<file path="config.mk">
export PLATFORM = sky130hd
export DESIGN_NAME = crc32_frame_encoder
export DESIGN_NICKNAME = d
export VERILOG_FILES = /design/src/hw/rtl/cfe_pkg.sv /design/src/hw/rtl/cfe_front.sv /design/src/hw/rtl/cfe_queue.sv /design/src/hw/rtl/cfe_back.sv /design/src/hw/rtl/crc32_frame_encoder.sv
export SDC_FILE = /design/constraint.sdc
export NUM_CORES = 1
export LEC_CHECK = 0
export BUFFER_PORTS_ARGS = -buffer_cell sky130_fd_sc_hd__buf_2
export CAP_MARGIN = 15
export CELL_PAD_IN_SITES_DETAIL_PLACEMENT = 1
export CELL_PAD_IN_SITES_GLOBAL_PLACEMENT = 1
export CORE_ASPECT_RATIO = 1.75
export CORE_MARGIN = 2
export CORE_UTILIZATION = 50
export CTS_CLUSTER_DIAMETER = 50
export DETAILED_ROUTE_END_ITERATION = 8
export HOLD_SLACK_MARGIN = 0.12
export PLACE_DENSITY_LB_ADDON = 0.1
export SETUP_SLACK_MARGIN = 0.2
export SYNTH_ARGS = -nofsm -noshare
export SYNTH_HDL_FRONTEND = slang
export SYNTH_SLANG_ARGS = --single-unit
</file>
<file path="constraint.sdc">
create_clock -name clk_i -period 8.65 [get_ports clk_i]
set_clock_uncertainty 0.15 [all_clocks]
set_input_delay 0.4325 -clock clk_i [delete_from_list [all_inputs] [get_ports clk_i]]
set_output_delay 0.4325 -clock clk_i [all_outputs]
set_load 0.01 [all_outputs]
</file>
<file path="src/hw/rtl/cfe_pkg.sv">
// Shared types, constants and CRC helper for the CRC-32 frame encoder.
package cfe_pkg;

  localparam logic [31:0] CrcInit    = 32'hFFFF_FFFF;
  localparam logic [31:0] CrcPoly    = 32'hEDB8_8320;
  localparam int          HeaderLen  = 18;
  localparam int          TrailerLen = 4;
  localparam int          QueueDepth = 4;

  localparam logic [7:0] MagicR = 8'h52;
  localparam logic [7:0] MagicS = 8'h53;
  localparam logic [7:0] MagicV = 8'h56;
  localparam logic [7:0] Magic2 = 8'h32;

  localparam logic OpHeader  = 1'b0;
  localparam logic OpPayload = 1'b1;

  localparam logic CfgVersion    = 1'b0;
  localparam logic CfgMaxPayload = 1'b1;

  typedef enum logic [1:0] {
    CMD_HEADER,
    CMD_PAYLOAD,
    CMD_ERROR
  } cmd_kind_e;

  typedef struct packed {
    cmd_kind_e   kind;
    logic        trailer;
    logic [7:0]  frame_type;
    logic [31:0] request_id;
    logic [31:0] sequence_number;
    logic [31:0] payload_length;
    logic [7:0]  payload_byte;
  } cmd_t;

  function automatic logic [31:0] crc_feed(input logic [31:0] crc, input logic [7:0] data);
    logic [31:0] c;
    c = crc ^ {24'd0, data};
    for (int k = 0; k < 8; k++) begin
      c = (c >> 1) ^ (CrcPoly & {32{c[0]}});
    end
    return c;
  endfunction

endpackage

</file>
<file path="src/hw/rtl/cfe_front.sv">
// Front end: accepts input words, tracks frame state and issues commands.
module cfe_front (
  input  logic          clk_i,
  input  logic          rst_ni,
  input  logic          in_valid_i,
  input  logic          in_ready_i,
  input  logic          operation_i,
  input  logic [7:0]    frame_type_i,
  input  logic [31:0]   request_id_i,
  input  logic [31:0]   sequence_number_i,
  input  logic [31:0]   payload_length_i,
  input  logic [7:0]    payload_byte_i,
  input  logic [31:0]   max_payload_i,
  output logic          push_o,
  output cfe_pkg::cmd_t cmd_o
);

  logic        in_frame_q, in_frame_d;
  logic [31:0] remain_q, remain_d;

  assign push_o = in_valid_i && in_ready_i;

  always_comb begin
    in_frame_d            = in_frame_q;
    remain_d              = remain_q;
    cmd_o.kind            = cfe_pkg::CMD_ERROR;
    cmd_o.trailer         = 1'b0;
    cmd_o.frame_type      = frame_type_i;
    cmd_o.request_id      = request_id_i;
    cmd_o.sequence_number = sequence_number_i;
    cmd_o.payload_length  = payload_length_i;
    cmd_o.payload_byte    = payload_byte_i;
    if (operation_i == cfe_pkg::OpHeader) begin
      if (payload_length_i > max_payload_i) begin
        in_frame_d = 1'b0;
        remain_d   = 32'd0;
      end else begin
        cmd_o.kind    = cfe_pkg::CMD_HEADER;
        cmd_o.trailer = (payload_length_i == 32'd0);
        in_frame_d    = (payload_length_i != 32'd0);
        remain_d      = payload_length_i;
      end
    end else if (in_frame_q) begin
      cmd_o.kind    = cfe_pkg::CMD_PAYLOAD;
      cmd_o.trailer = (remain_q == 32'd1);
      in_frame_d    = (remain_q != 32'd1);
      remain_d      = remain_q - 32'd1;
    end
  end

  always_ff @(posedge clk_i or negedge rst_ni) begin
    if (!rst_ni) begin
      in_frame_q <= 1'b0;
      remain_q   <= 32'd0;
    end else if (push_o) begin
      in_frame_q <= in_frame_d;
      remain_q   <= remain_d;
    end
  end

endmodule

</file>
<file path="src/hw/rtl/cfe_queue.sv">
// Command queue between the front end and the byte generator.
module cfe_queue #(
  parameter int Depth = cfe_pkg::QueueDepth
) (
  input  logic          clk_i,
  input  logic          rst_ni,
  input  logic          push_i,
  input  cfe_pkg::cmd_t data_i,
  output logic          full_o,
  input  logic          pop_i,
  output logic          valid_o,
  output cfe_pkg::cmd_t data_o
);

  localparam int PtrW = (Depth > 1) ? $clog2(Depth) : 1;
  localparam int CntW = $clog2(Depth + 1);

  cfe_pkg::cmd_t mem_q [Depth];
  logic [PtrW-1:0] wr_ptr_q, wr_ptr_d, rd_ptr_q, rd_ptr_d;
  logic [CntW-1:0] count_q, count_d;

  assign full_o  = (count_q == CntW'(Depth));
  assign valid_o = (count_q != '0);
  assign data_o  = mem_q[rd_ptr_q];

  always_comb begin
    wr_ptr_d = wr_ptr_q;
    rd_ptr_d = rd_ptr_q;
    count_d  = count_q;
    if (push_i) begin
      wr_ptr_d = (wr_ptr_q == PtrW'(Depth - 1)) ? '0 : wr_ptr_q + PtrW'(1);
    end
    if (pop_i) begin
      rd_ptr_d = (rd_ptr_q == PtrW'(Depth - 1)) ? '0 : rd_ptr_q + PtrW'(1);
    end
    if (push_i && !pop_i) begin
      count_d = count_q + CntW'(1);
    end else if (pop_i && !push_i) begin
      count_d = count_q - CntW'(1);
    end
  end

  always_ff @(posedge clk_i) begin
    if (push_i) begin
      mem_q[wr_ptr_q] <= data_i;
    end
  end

  always_ff @(posedge clk_i or negedge rst_ni) begin
    if (!rst_ni) begin
      wr_ptr_q <= '0;
      rd_ptr_q <= '0;
      count_q  <= '0;
    end else begin
      wr_ptr_q <= wr_ptr_d;
      rd_ptr_q <= rd_ptr_d;
      count_q  <= count_d;
    end
  end

endmodule

</file>
<file path="src/hw/rtl/cfe_back.sv">
// Back end: expands commands into output bytes and runs the CRC.
module cfe_back (
  input  logic          clk_i,
  input  logic          rst_ni,
  input  logic          cmd_valid_i,
  input  cfe_pkg::cmd_t cmd_i,
  output logic          cmd_pop_o,
  input  logic [7:0]    version_i,
  output logic          out_valid_o,
  input  logic          out_ready_i,
  output logic [7:0]    out_byte_o,
  output logic          out_last_o,
  output logic          out_error_o
);

  logic [4:0]  cnt_q, cnt_d;
  logic [31:0] crc_q, crc_d;
  logic        valid_q;
  logic [7:0]  byte_q;
  logic        last_q, error_q;

  logic        advance, is_hdr, is_err, hashed, in_trailer, is_last;
  logic [4:0]  tr_start, last_pos;
  logic [1:0]  tr_idx, sub_idx;
  logic [31:0] word_sel, crc_inv;
  logic [7:0]  byte_d;

  assign advance   = cmd_valid_i && (!valid_q || out_ready_i);
  assign is_hdr    = (cmd_i.kind == cfe_pkg::CMD_HEADER);
  assign is_err    = (cmd_i.kind == cfe_pkg::CMD_ERROR);
  assign tr_start  = is_hdr ? 5'(cfe_pkg::HeaderLen) : 5'd1;
  assign last_pos  = is_err ? 5'd0 :
                     cmd_i.trailer ? tr_start + 5'(cfe_pkg::TrailerLen - 1) :
                     tr_start - 5'd1;
  assign is_last   = (cnt_q == last_pos);
  assign in_trailer = !is_err && (cnt_q >= tr_start);
  assign tr_idx    = 2'(cnt_q - tr_start);
  assign sub_idx   = 2'(cnt_q - 5'd6);
  assign crc_inv   = ~crc_q;
  assign word_sel  = (cnt_q < 5'd10) ? cmd_i.request_id :
                     (cnt_q < 5'd14) ? cmd_i.sequence_number : cmd_i.payload_length;
  assign hashed    = !in_trailer && (is_hdr ? (cnt_q >= 5'd4) :
                                     (cmd_i.kind == cfe_pkg::CMD_PAYLOAD));
  assign cmd_pop_o = advance && is_last;

  always_comb begin
    byte_d = 8'd0;
    if (in_trailer) begin
      byte_d = crc_inv[8*tr_idx +: 8];
    end else if (is_hdr) begin
      case (cnt_q)
        5'd0:    byte_d = cfe_pkg::MagicR;
        5'd1:    byte_d = cfe_pkg::MagicS;
        5'd2:    byte_d = cfe_pkg::MagicV;
        5'd3:    byte_d = cfe_pkg::Magic2;
        5'd4:    byte_d = version_i;
        5'd5:    byte_d = cmd_i.frame_type;
        default: byte_d = word_sel[8*sub_idx +: 8];
      endcase
    end else if (!is_err) begin
      byte_d = cmd_i.payload_byte;
    end
  end

  always_comb begin
    cnt_d = cnt_q;
    crc_d = crc_q;
    if (advance) begin
      cnt_d = is_last ? 5'd0 : cnt_q + 5'd1;
      if (is_err || (is_hdr && cnt_q == 5'd0) || (in_trailer && is_last)) begin
        crc_d = cfe_pkg::CrcInit;
      end else if (hashed) begin
        crc_d = cfe_pkg::crc_feed(crc_q, byte_d);
      end
    end
  end

  always_ff @(posedge clk_i or negedge rst_ni) begin
    if (!rst_ni) begin
      cnt_q   <= 5'd0;
      crc_q   <= cfe_pkg::CrcInit;
      valid_q <= 1'b0;
    end else begin
      cnt_q <= cnt_d;
      crc_q <= crc_d;
      if (advance) begin
        valid_q <= 1'b1;
      end else if (out_ready_i) begin
        valid_q <= 1'b0;
      end
    end
  end

  always_ff @(posedge clk_i) begin
    if (advance) begin
      byte_q  <= byte_d;
      last_q  <= is_last;
      error_q <= is_err;
    end
  end

  assign out_valid_o = valid_q;
  assign out_byte_o  = byte_q;
  assign out_last_o  = last_q;
  assign out_error_o = error_q;

endmodule

</file>
<file path="src/hw/rtl/crc32_frame_encoder.sv">
// CRC-32 length-prefixed frame encoder: config registers, front end, queue, back end.
// An accepted word passes the command queue and then the back end output register.
// Throughput: one output word per cycle while the output is not stalled; a payload
// word yields 1 output word (5 with trailer), a header 18 (22 with it), an error 1.
// Input is taken while the command queue has room. Reset (rst_ni, async) empties the
// queue, leaves the block idle outside any frame, version 1 and maximum payload 4096.
module crc32_frame_encoder #(
  parameter int QueueDepth = cfe_pkg::QueueDepth
) (
  input  logic         clk_i,
  input  logic         rst_ni,
  input  logic         s_axis_tvalid,
  output logic         s_axis_tready,
  // frame_type[7:0], request_id[39:8], sequence_number[71:40],
  // payload_length[103:72], payload_byte[111:104]
  input  logic [111:0] s_axis_tdata,
  // operation[0]
  input  logic         s_axis_tuser,
  output logic         m_axis_tvalid,
  input  logic         m_axis_tready,
  // out_byte[7:0]
  output logic [7:0]   m_axis_tdata,
  output logic         m_axis_tlast,
  // error[0]
  output logic         m_axis_tuser,
  input  logic         cfg_we_i,
  input  logic         cfg_index_i,
  input  logic [31:0]  cfg_data_i
);

  logic [7:0]    version_q;
  logic [31:0]   max_payload_q;
  logic          push, q_full, cmd_valid, cmd_pop;
  cfe_pkg::cmd_t push_cmd, head_cmd;

  always_ff @(posedge clk_i or negedge rst_ni) begin
    if (!rst_ni) begin
      version_q     <= 8'd1;
      max_payload_q <= 32'd4096;
    end else if (cfg_we_i) begin
      case (cfg_index_i)
        cfe_pkg::CfgVersion:    version_q     <= cfg_data_i[7:0];
        cfe_pkg::CfgMaxPayload: max_payload_q <= cfg_data_i;
        default: ;
      endcase
    end
  end

  assign s_axis_tready = !q_full;

  cfe_front u_front (
    .clk_i             (clk_i),
    .rst_ni            (rst_ni),
    .in_valid_i        (s_axis_tvalid),
    .in_ready_i        (s_axis_tready),
    .operation_i       (s_axis_tuser),
    .frame_type_i      (s_axis_tdata[7:0]),
    .request_id_i      (s_axis_tdata[39:8]),
    .sequence_number_i (s_axis_tdata[71:40]),
    .payload_length_i  (s_axis_tdata[103:72]),
    .payload_byte_i    (s_axis_tdata[111:104]),
    .max_payload_i     (max_payload_q),
    .push_o            (push),
    .cmd_o             (push_cmd)
  );

  cfe_queue #(
    .Depth (QueueDepth)
  ) u_queue (
    .clk_i   (clk_i),
    .rst_ni  (rst_ni),
    .push_i  (push),
    .data_i  (push_cmd),
    .full_o  (q_full),
    .pop_i   (cmd_pop),
    .valid_o (cmd_valid),
    .data_o  (head_cmd)
  );

  cfe_back u_back (
    .clk_i       (clk_i),
    .rst_ni      (rst_ni),
    .cmd_valid_i (cmd_valid),
    .cmd_i       (head_cmd),
    .cmd_pop_o   (cmd_pop),
    .version_i   (version_q),
    .out_valid_o (m_axis_tvalid),
    .out_ready_i (m_axis_tready),
    .out_byte_o  (m_axis_tdata),
    .out_last_o  (m_axis_tlast),
    .out_error_o (m_axis_tuser)
  );

  assert property (@(posedge clk_i) disable iff (!rst_ni)
    (m_axis_tvalid && m_axis_tuser) |-> (m_axis_tlast && m_axis_tdata == 8'd0))
    else $error("error word without last or with data");

  assert property (@(posedge clk_i) disable iff (!rst_ni)
    (push && !cmd_valid && !m_axis_tvalid) |-> ##2 m_axis_tvalid)
    else $error("accepted word did not reach the output in two cycles");

  assert property (@(posedge clk_i) disable iff (!rst_ni)
    cmd_pop |-> cmd_valid)
    else $error("command popped from an empty queue");

endmodule
</file>
**Word-level counts from Yosys, hierarchy flattened**

Memories as Yosys holds them, arrays and structs flattened.
Cells that the tools add are included.

- $add $sub $neg: 10
- Bitwise operators: 11
- $lt $le $gt $ge: 5
- Eq/ne operators: 14
- Muxes and demuxes: 30
- Reduce and logical (&&, ||, !) cells: 30
- Shifts and indexed selects: 2

Operators by type and width:

| kind | count |
|---|---|
| 31-bit by 32-bit XOR with 32-bit output | 8 |
| 32-bit two-way mux | 7 |
| 32-bit by 6-bit indexed part select with 8-bit output | 2 |
| 8-bit one-hot mux with 6 select lines | 1 |
| 32-bit by 1-bit == test with 1-bit output (second input constant) | 1 |
| 32-bit greater-than comparator | 1 |
| 32-bit logical NOT | 1 |
| 32-bit by 1-bit inequality test with 1-bit output (second input constant) | 1 |
| 32-bit NOT | 1 |
| 32-bit nonzero test | 1 |
| 32-bit by 1-bit subtractor with 32-bit output (second input constant) | 1 |
| 32-bit by 8-bit XOR with 32-bit output | 1 |
| 8-bit two-way mux | 3 |
| 5-bit two-way mux | 4 |
| 3-bit two-way mux | 5 |
| 5-bit by 2-bit == test with 1-bit output (second input constant) | 2 |
| 5-bit by 3-bit == test with 1-bit output (second input constant) | 2 |
| 5-bit by 4-bit < comparator with 1-bit output (second input constant) | 2 |
| 1-bit logical AND | 9 |
| 1-bit two-way mux | 8 |
| 2-bit AND reduction | 4 |
| 2-bit == test (second input constant) | 3 |
| 1-bit logical NOT | 6 |
| 2-bit nonzero test | 3 |
| other kinds (21) | 25 |

- Input bits: 151
- Memories kept: 1
- Bits in registers: 128
- Output and inout port bits: 12
- Logic and storage cells: 116
- Bits in writable memories: 460

Memories:

| name | words | bits a word | read ports | clocked after Yosys merged registers in | write ports | line | RTL |
|---|---|---|---|---|---|---|---|
| u_queue.mem_q | 4 | 115 | 1 | 0 | 1 | cfe_queue.sv:18 | `cfe_pkg::cmd_t mem_q [Depth];` |

**Depth between registers and ports, before layout**

- Word-level depth: 18
- Mapped depth: 18
- Gate-level depth less buffers: 15

**Hierarchy**

A second synthesis with hierarchy kept.

- Cell total of the unflattened synthesis: 1635
- Area, all modules: 26914.6 um^2

Modules (own cells, without submodules):

| module | cells each | sequential area each (um^2) | times used | area each (um^2) |
|---|---|---|---|---|
| cfe_queue | 638 | 13988.4 | 1 | 16972.5 |
| cfe_back | 453 | 1291.2 | 1 | 4539.4 |
| cfe_front | 457 | 825.8 | 1 | 3748.6 |
| crc32_frame_encoder | 87 | 1003.5 | 1 | 1654.1 |

**Worst setup path before layout**

Ideal clock, no wire load.

- Kind: reg2reg
- Start point: reg u_queue.rd_ptr_q[0]
- End point: reg u_back.crc_q[5]
- Arrival time: 4.182 ns
- Setup time: 0.060 ns
- Buffers on the path: 3
- Stages on the path, launching flop included: 17
- Required time: 8.440 ns
- Path slack: 4.258 ns
- Period minus slack after synthesis: 4.392 ns
- Path through: dfrtp_1 > buf_6 > mux4_2 > or2_1 > buf_2 > ha_1 > buf_2 > o21ai_0 > a21o_1 > nor2_1 > and2_1 > o22ai_4 > xor2_4 > xnor2_2 > xor2_1 > xor2_1 > o22a_1

- Longest elaborated chain between the ends: 18
- Elaborated cells on any way between the ends: 42
- Classes of those cells: add/sub (3); order compare (1); eq/ne (3); shift (2); mux (12); bitwise (9); reduce/logical (11); memory (1)

Ends and longest elaborated chain:

| item | line | RTL |
|---|---|---|
| start, declared | cfe_queue.sv:19 | `logic [PtrW-1:0] wr_ptr_q, wr_ptr_d, rd_ptr_q, rd_ptr_d;` |
| start signal, assigned | cfe_queue.sv:56 | `rd_ptr_q <= rd_ptr_d;` |
| memory read 4 x 115 bit * | -- |  |
| 32-bit two-way mux | cfe_back.sv:41 | `(cnt_q < 5'd14) ? cmd_i.sequence_number : cmd_i.payload_length;` |
| 32-bit two-way mux | cfe_back.sv:40 | `assign word_sel = (cnt_q < 5'd10) ? cmd_i.request_id :` |
| 32-bit by 6-bit indexed part select with 8-bit output | cfe_back.sv:58 | `default: byte_d = word_sel[8*sub_idx +: 8];` |
| 8-bit one-hot mux with 6 select lines | cfe_back.sv:51 | `case (cnt_q)` |
| 8-bit two-way mux | cfe_back.sv:50 | `end else if (is_hdr) begin` |
| 8-bit two-way mux * | cfe_back.sv:48 | `if (in_trailer) begin` |
| named net u_back.byte_d[1] | cfe_back.sv:26 | `logic [7:0] byte_d;` |
| 32-bit by 8-bit XOR with 32-bit output * | cfe_pkg.sv:39 | `c = crc ^ {24'd0, data};` |
| 31-bit by 32-bit XOR with 32-bit output * (8 in a row) | cfe_pkg.sv:41 | `c = (c >> 1) ^ (CrcPoly & {32{c[0]}});` |
| 32-bit two-way mux * | cfe_back.sv:72 | `end else if (hashed) begin` |
| 32-bit two-way mux * | cfe_back.sv:70 | `if (is_err \|\| (is_hdr && cnt_q == 5'd0) \|\| (in_trailer && is_last)) begin` |
| end signal, assigned | cfe_back.sv:81 | `crc_q <= cfe_pkg::CrcInit;` |
| end signal, assigned | cfe_back.sv:85 | `crc_q <= crc_d;` |
| end, declared | cfe_back.sv:17 | `logic [31:0] crc_q, crc_d;` |

The timed path passes the listed nets; every way through them passes the cells marked *. The select of a mux whose other input is x is not followed.
A chain may end at the register's enable or synchronous reset.

**Final worst setup path**

- Start point: reg u_queue.rd_ptr_q[0]
- End point: reg u_back.crc_q[3]

Same word-level chain as after synthesis.

==> flow_summary.json <==
{
  "fin_crit_ns": 5.90,
  "crit_arrival_ns": 6.29,
  "syn_to_final_growth_pct": 18.6,
  "place_ws_ns": 2.64,
  "cts_max_path_buffers": 3,
  "grt_pass1_wl_um": 108000,
  "p_int_mw": 8.13,
  "hold_viol_final": 0,
  "ys_seq_elements": 588,
  "cp.buffers_inverters": 0,
  "drcViolationCount": 0,
  "syn_area_per_cell_um2": 16.8,
  "synth_edf_count": 470,
  "hold_path.class": "primary input to flip-flop",
  "cp_common_cell": "xnor2_1",
  "cp_max_fo": 35,
  "htreeDepth": 2,
  "wl_per_cell_um": 27.7,
  "layout_common_cells": "470 x edfxtp_1, 161 x buf_2, 146 x dlygate4sd3_1",
  "worst_pin_slew_ns": 1.10,
  "crit_slowest_cell": "dfrtp_4",
  "drv_slew": 0,
  "powerDensity_mw_per_mm2": 433,
  "gp_congestion": 0.861,
  "die_area_mm2": 0.0532,
  "synth_top_area_share_pct": 55.0,
  "ys_top_cells_by_area": "edfxtp_1 55%, mux4_2 11%, dfrtp_1 8.2%, dfstp_2 3.5%, ha_1 2.3%",
  "drt_iter0_drc": 1069,
  "period_share_pct": 68.2,
  "p_seq_share_pct": 32.6,
  "overflow": 0,
  "netlist_area_mm2": 0.0257,
  "crit_cells": 14,
  "cts.sinks": 588,
  "clkPwrFrac_pct": 19.3,
  "post_dp_cell_area_mm2": 0.0271,
  "seq_area_frac_synth_pct": 66.7,
  "syn_inst": 1529,
  "status": "completed",
  "end_kind": "flip-flop",
  "io_buffers": 162,
  "fp-row-count": 109,
  "required_ns": 9.03,
  "fmax_mhz": 169,
  "switching_share_pct": 38.3,
  "wl_um": 70900,
  "reg2reg_slack_ns": 2.75,
  "root_buffer": "clkbuf_16",
  "setup_slack_ns": 2.75,
  "setup_tns_ns": 0,
  "initial_core_util_pct": 50.7,
  "grt_pass1_vias": 17000,
  "antenna_left": 0,
  "combPwrFrac_pct": 48.1,
  "ff2ff_path_depth": 14,
  "synth_cell_types": 78,
  "peakVddDrop_v": 0.000465,
  "mostFrequentLayoutCell": "edfxtp_1",
  "setup_violations": 0,
  "clock_latency_ns": 0.61,
  "crit_family": "compound AO/OA/AOI/OAI gates",
  "finalInstanceArea_mm2": 0.0305,
  "synth_top_area_cell": "edfxtp_1",
  "dp_hpwl_um": 47600,
  "num_vias": 15300,
  "min_path_cells": 2,
  "clk_pin_slew_ns": 0.07,
  "crit_chain": "mux4_2 > or2_1 > ha_1 > o21ai_0 > a21oi_1 > nor3b_1 > o32ai_1 > a2bb2oi_2 > xnor2_2 > xnor2_1 > xor2_1 > xnor2_1 > o21ai_1 > nand2_1",
  "rsz0062_at_grt": "false",
  "synth_flop_cell": "edfxtp_1",
  "max_cap_violations": 0,
  "synth_warnings": 0,
  "die_x_um": 175,
  "p_switching_mw": 5.05,
  "critical_path_class": "flip-flop to flip-flop",
  "nNetsFinal": 2042,
  "syn_nets": 1729,
  "firstDrtPassIters": 5,
  "startpoint_type": "flip-flop",
  "dieHeight_um": 304,
  "grt_antenna_before_repair": 1,
  "core_mm2": 0.0506,
  "ys_async_sr_fraction_pct": 20.1,
  "critPathMaxStageDelay_ns": 0.85,
  "grt_usage_pct": 27.1,
  "ioPinCount": 163,
  "leakagePower_nw": 10.9,
  "grt_max_degree": 75,
  "cts_tree": "built",
  "slew_headroom_pct": 26.3,
  "cts_buffers": 55,
  "cts_setup_buffers": 0,
  "drive_gt1_share_pct": 26.4,
  "vias_per_cell": 6.00
}
what timing repair did:
item	in CTS	in global routing
gates resized for setup	0	0
hold buffers	146	0
hold endpoints to repair	527	0
cells in the mapped netlist (all sizes together), types with 30 or more instances:
cell type / instances
edfxtp: 470
mux4: 127
dfrtp: 84
nand2: 79
nor2: 61
a21oi: 55
xnor2: 52
ha: 48
inv: 44
mux2: 43
buf: 42
o21ai: 42
nor3: 36
dfstp: 34
clkbuf: 30
path summary, 6_finish.rpt:
| kind | start | end |
|---|---|---|
| max in group asynchronous | rst_ni | u_queue.wr_ptr_q[1] |
| hold / removal | s_axis_tvalid | u_queue.mem_q[2][94] |
| setup / recovery | u_queue.rd_ptr_q[0] | u_back.crc_q[3] |
| hold reg to reg | u_back.crc_q[4] | u_back.crc_q[4] |
| setup reg to reg | u_queue.rd_ptr_q[0] | u_back.crc_q[3] |
| min in group asynchronous | rst_ni | version_q[4] |
cell type report:
cell class | instances | area [um^2]
flip-flops and latches | 588 | 17100
diodes | 1 | 2.50
clock buffers | 72 | 1530
clock inverters | 31 | 359
repair buffers | 328 | 2420
multi-input cells | 821 | 8000
fillers | 4604 | 20100
well taps | 666 | 833
inverters | 48 | 180
per-layer routing:
metal | vias up | share of wire (%) | global-route usage [%]
met5 | - | 0 | 0
met4 | 0 | 4.7 | 12.0
met3 | 159 | 3.8 | 2.80
met2 | 452 | 55 | 50.0
met1 | 8033 | 36 | 31.6
li1 | 6675 | - | -
per-stage QoR:
step / util (%) / power [mW] / hold WS (ns) / std cells
after detailed placement: 53.6 / 10.7 / 0.330 / 2305
after CTS: 60.2 / 13.3 / 0.215 / 2554
final: 60.2 / 13.2 / 0.229 / 2555
after floorplan: - / 9.14 / -0.0131 / 1529
after global routing: 60.2 / 13.9 / 0.237 / 2555
after global placement: 53.6 / 10.5 / 0.331 / 2305
worst register-to-register path, stage by stage, from the launching register on:
cell and delay, ns:
dfrtp_4 0.85, mux4_2 0.75, or2_1 0.47, ha_1 0.74
o21ai_0 0.25, a21oi_1 0.70, nor3b_1 0.11, o32ai_1 0.38
a2bb2oi_2 0.23, xnor2_2 0.21, xnor2_1 0.48, xor2_1 0.21
xnor2_1 0.13, o21ai_1 0.07, nand2_1 0.10
cell families (layout without fill, tap and decap cells):
logic type,after synthesis,count (layout),synth area share [%]
AND/OR/NAND/NOR,275,275,5.17
other,0,1,0
buffers and inverters,120,479,2.29
multiplexers,179,179,13.5
flip-flops,588,588,66.7
adder cells (fa/ha/maj),49,49,2.42
AO/OA/AOI/OAI,245,245,6.88
XOR/XNOR,73,73,3.13
sequential cells by signal (all words and copies together) (netlist names):
signal and count:
max_payload_q 32, u_back.cnt_q 5, u_back.crc_q 32, u_back.out_byte_o 8, u_back.out_error_o 1, u_back.out_last_o 1
u_back.out_valid_o 1, u_front.in_frame_q 1, u_front.remain_q 32, u_queue.count_q 3, u_queue.mem_q 460, u_queue.rd_ptr_q 2
u_queue.wr_ptr_q 2, version_q 8
power groups by stage:
stage          clock (mW)  combinational [mW]  sequential, mW
2_1_floorplan           0                4.97            4.17
4_1_cts              2.59                6.43            4.30
5_1_grt              2.67                6.86            4.36
3_3_place_gp            0                6.20            4.32
6_report             2.54                6.34            4.30
3_5_place_dp            0                6.34            4.35
(Power assumes the default switching activity.)
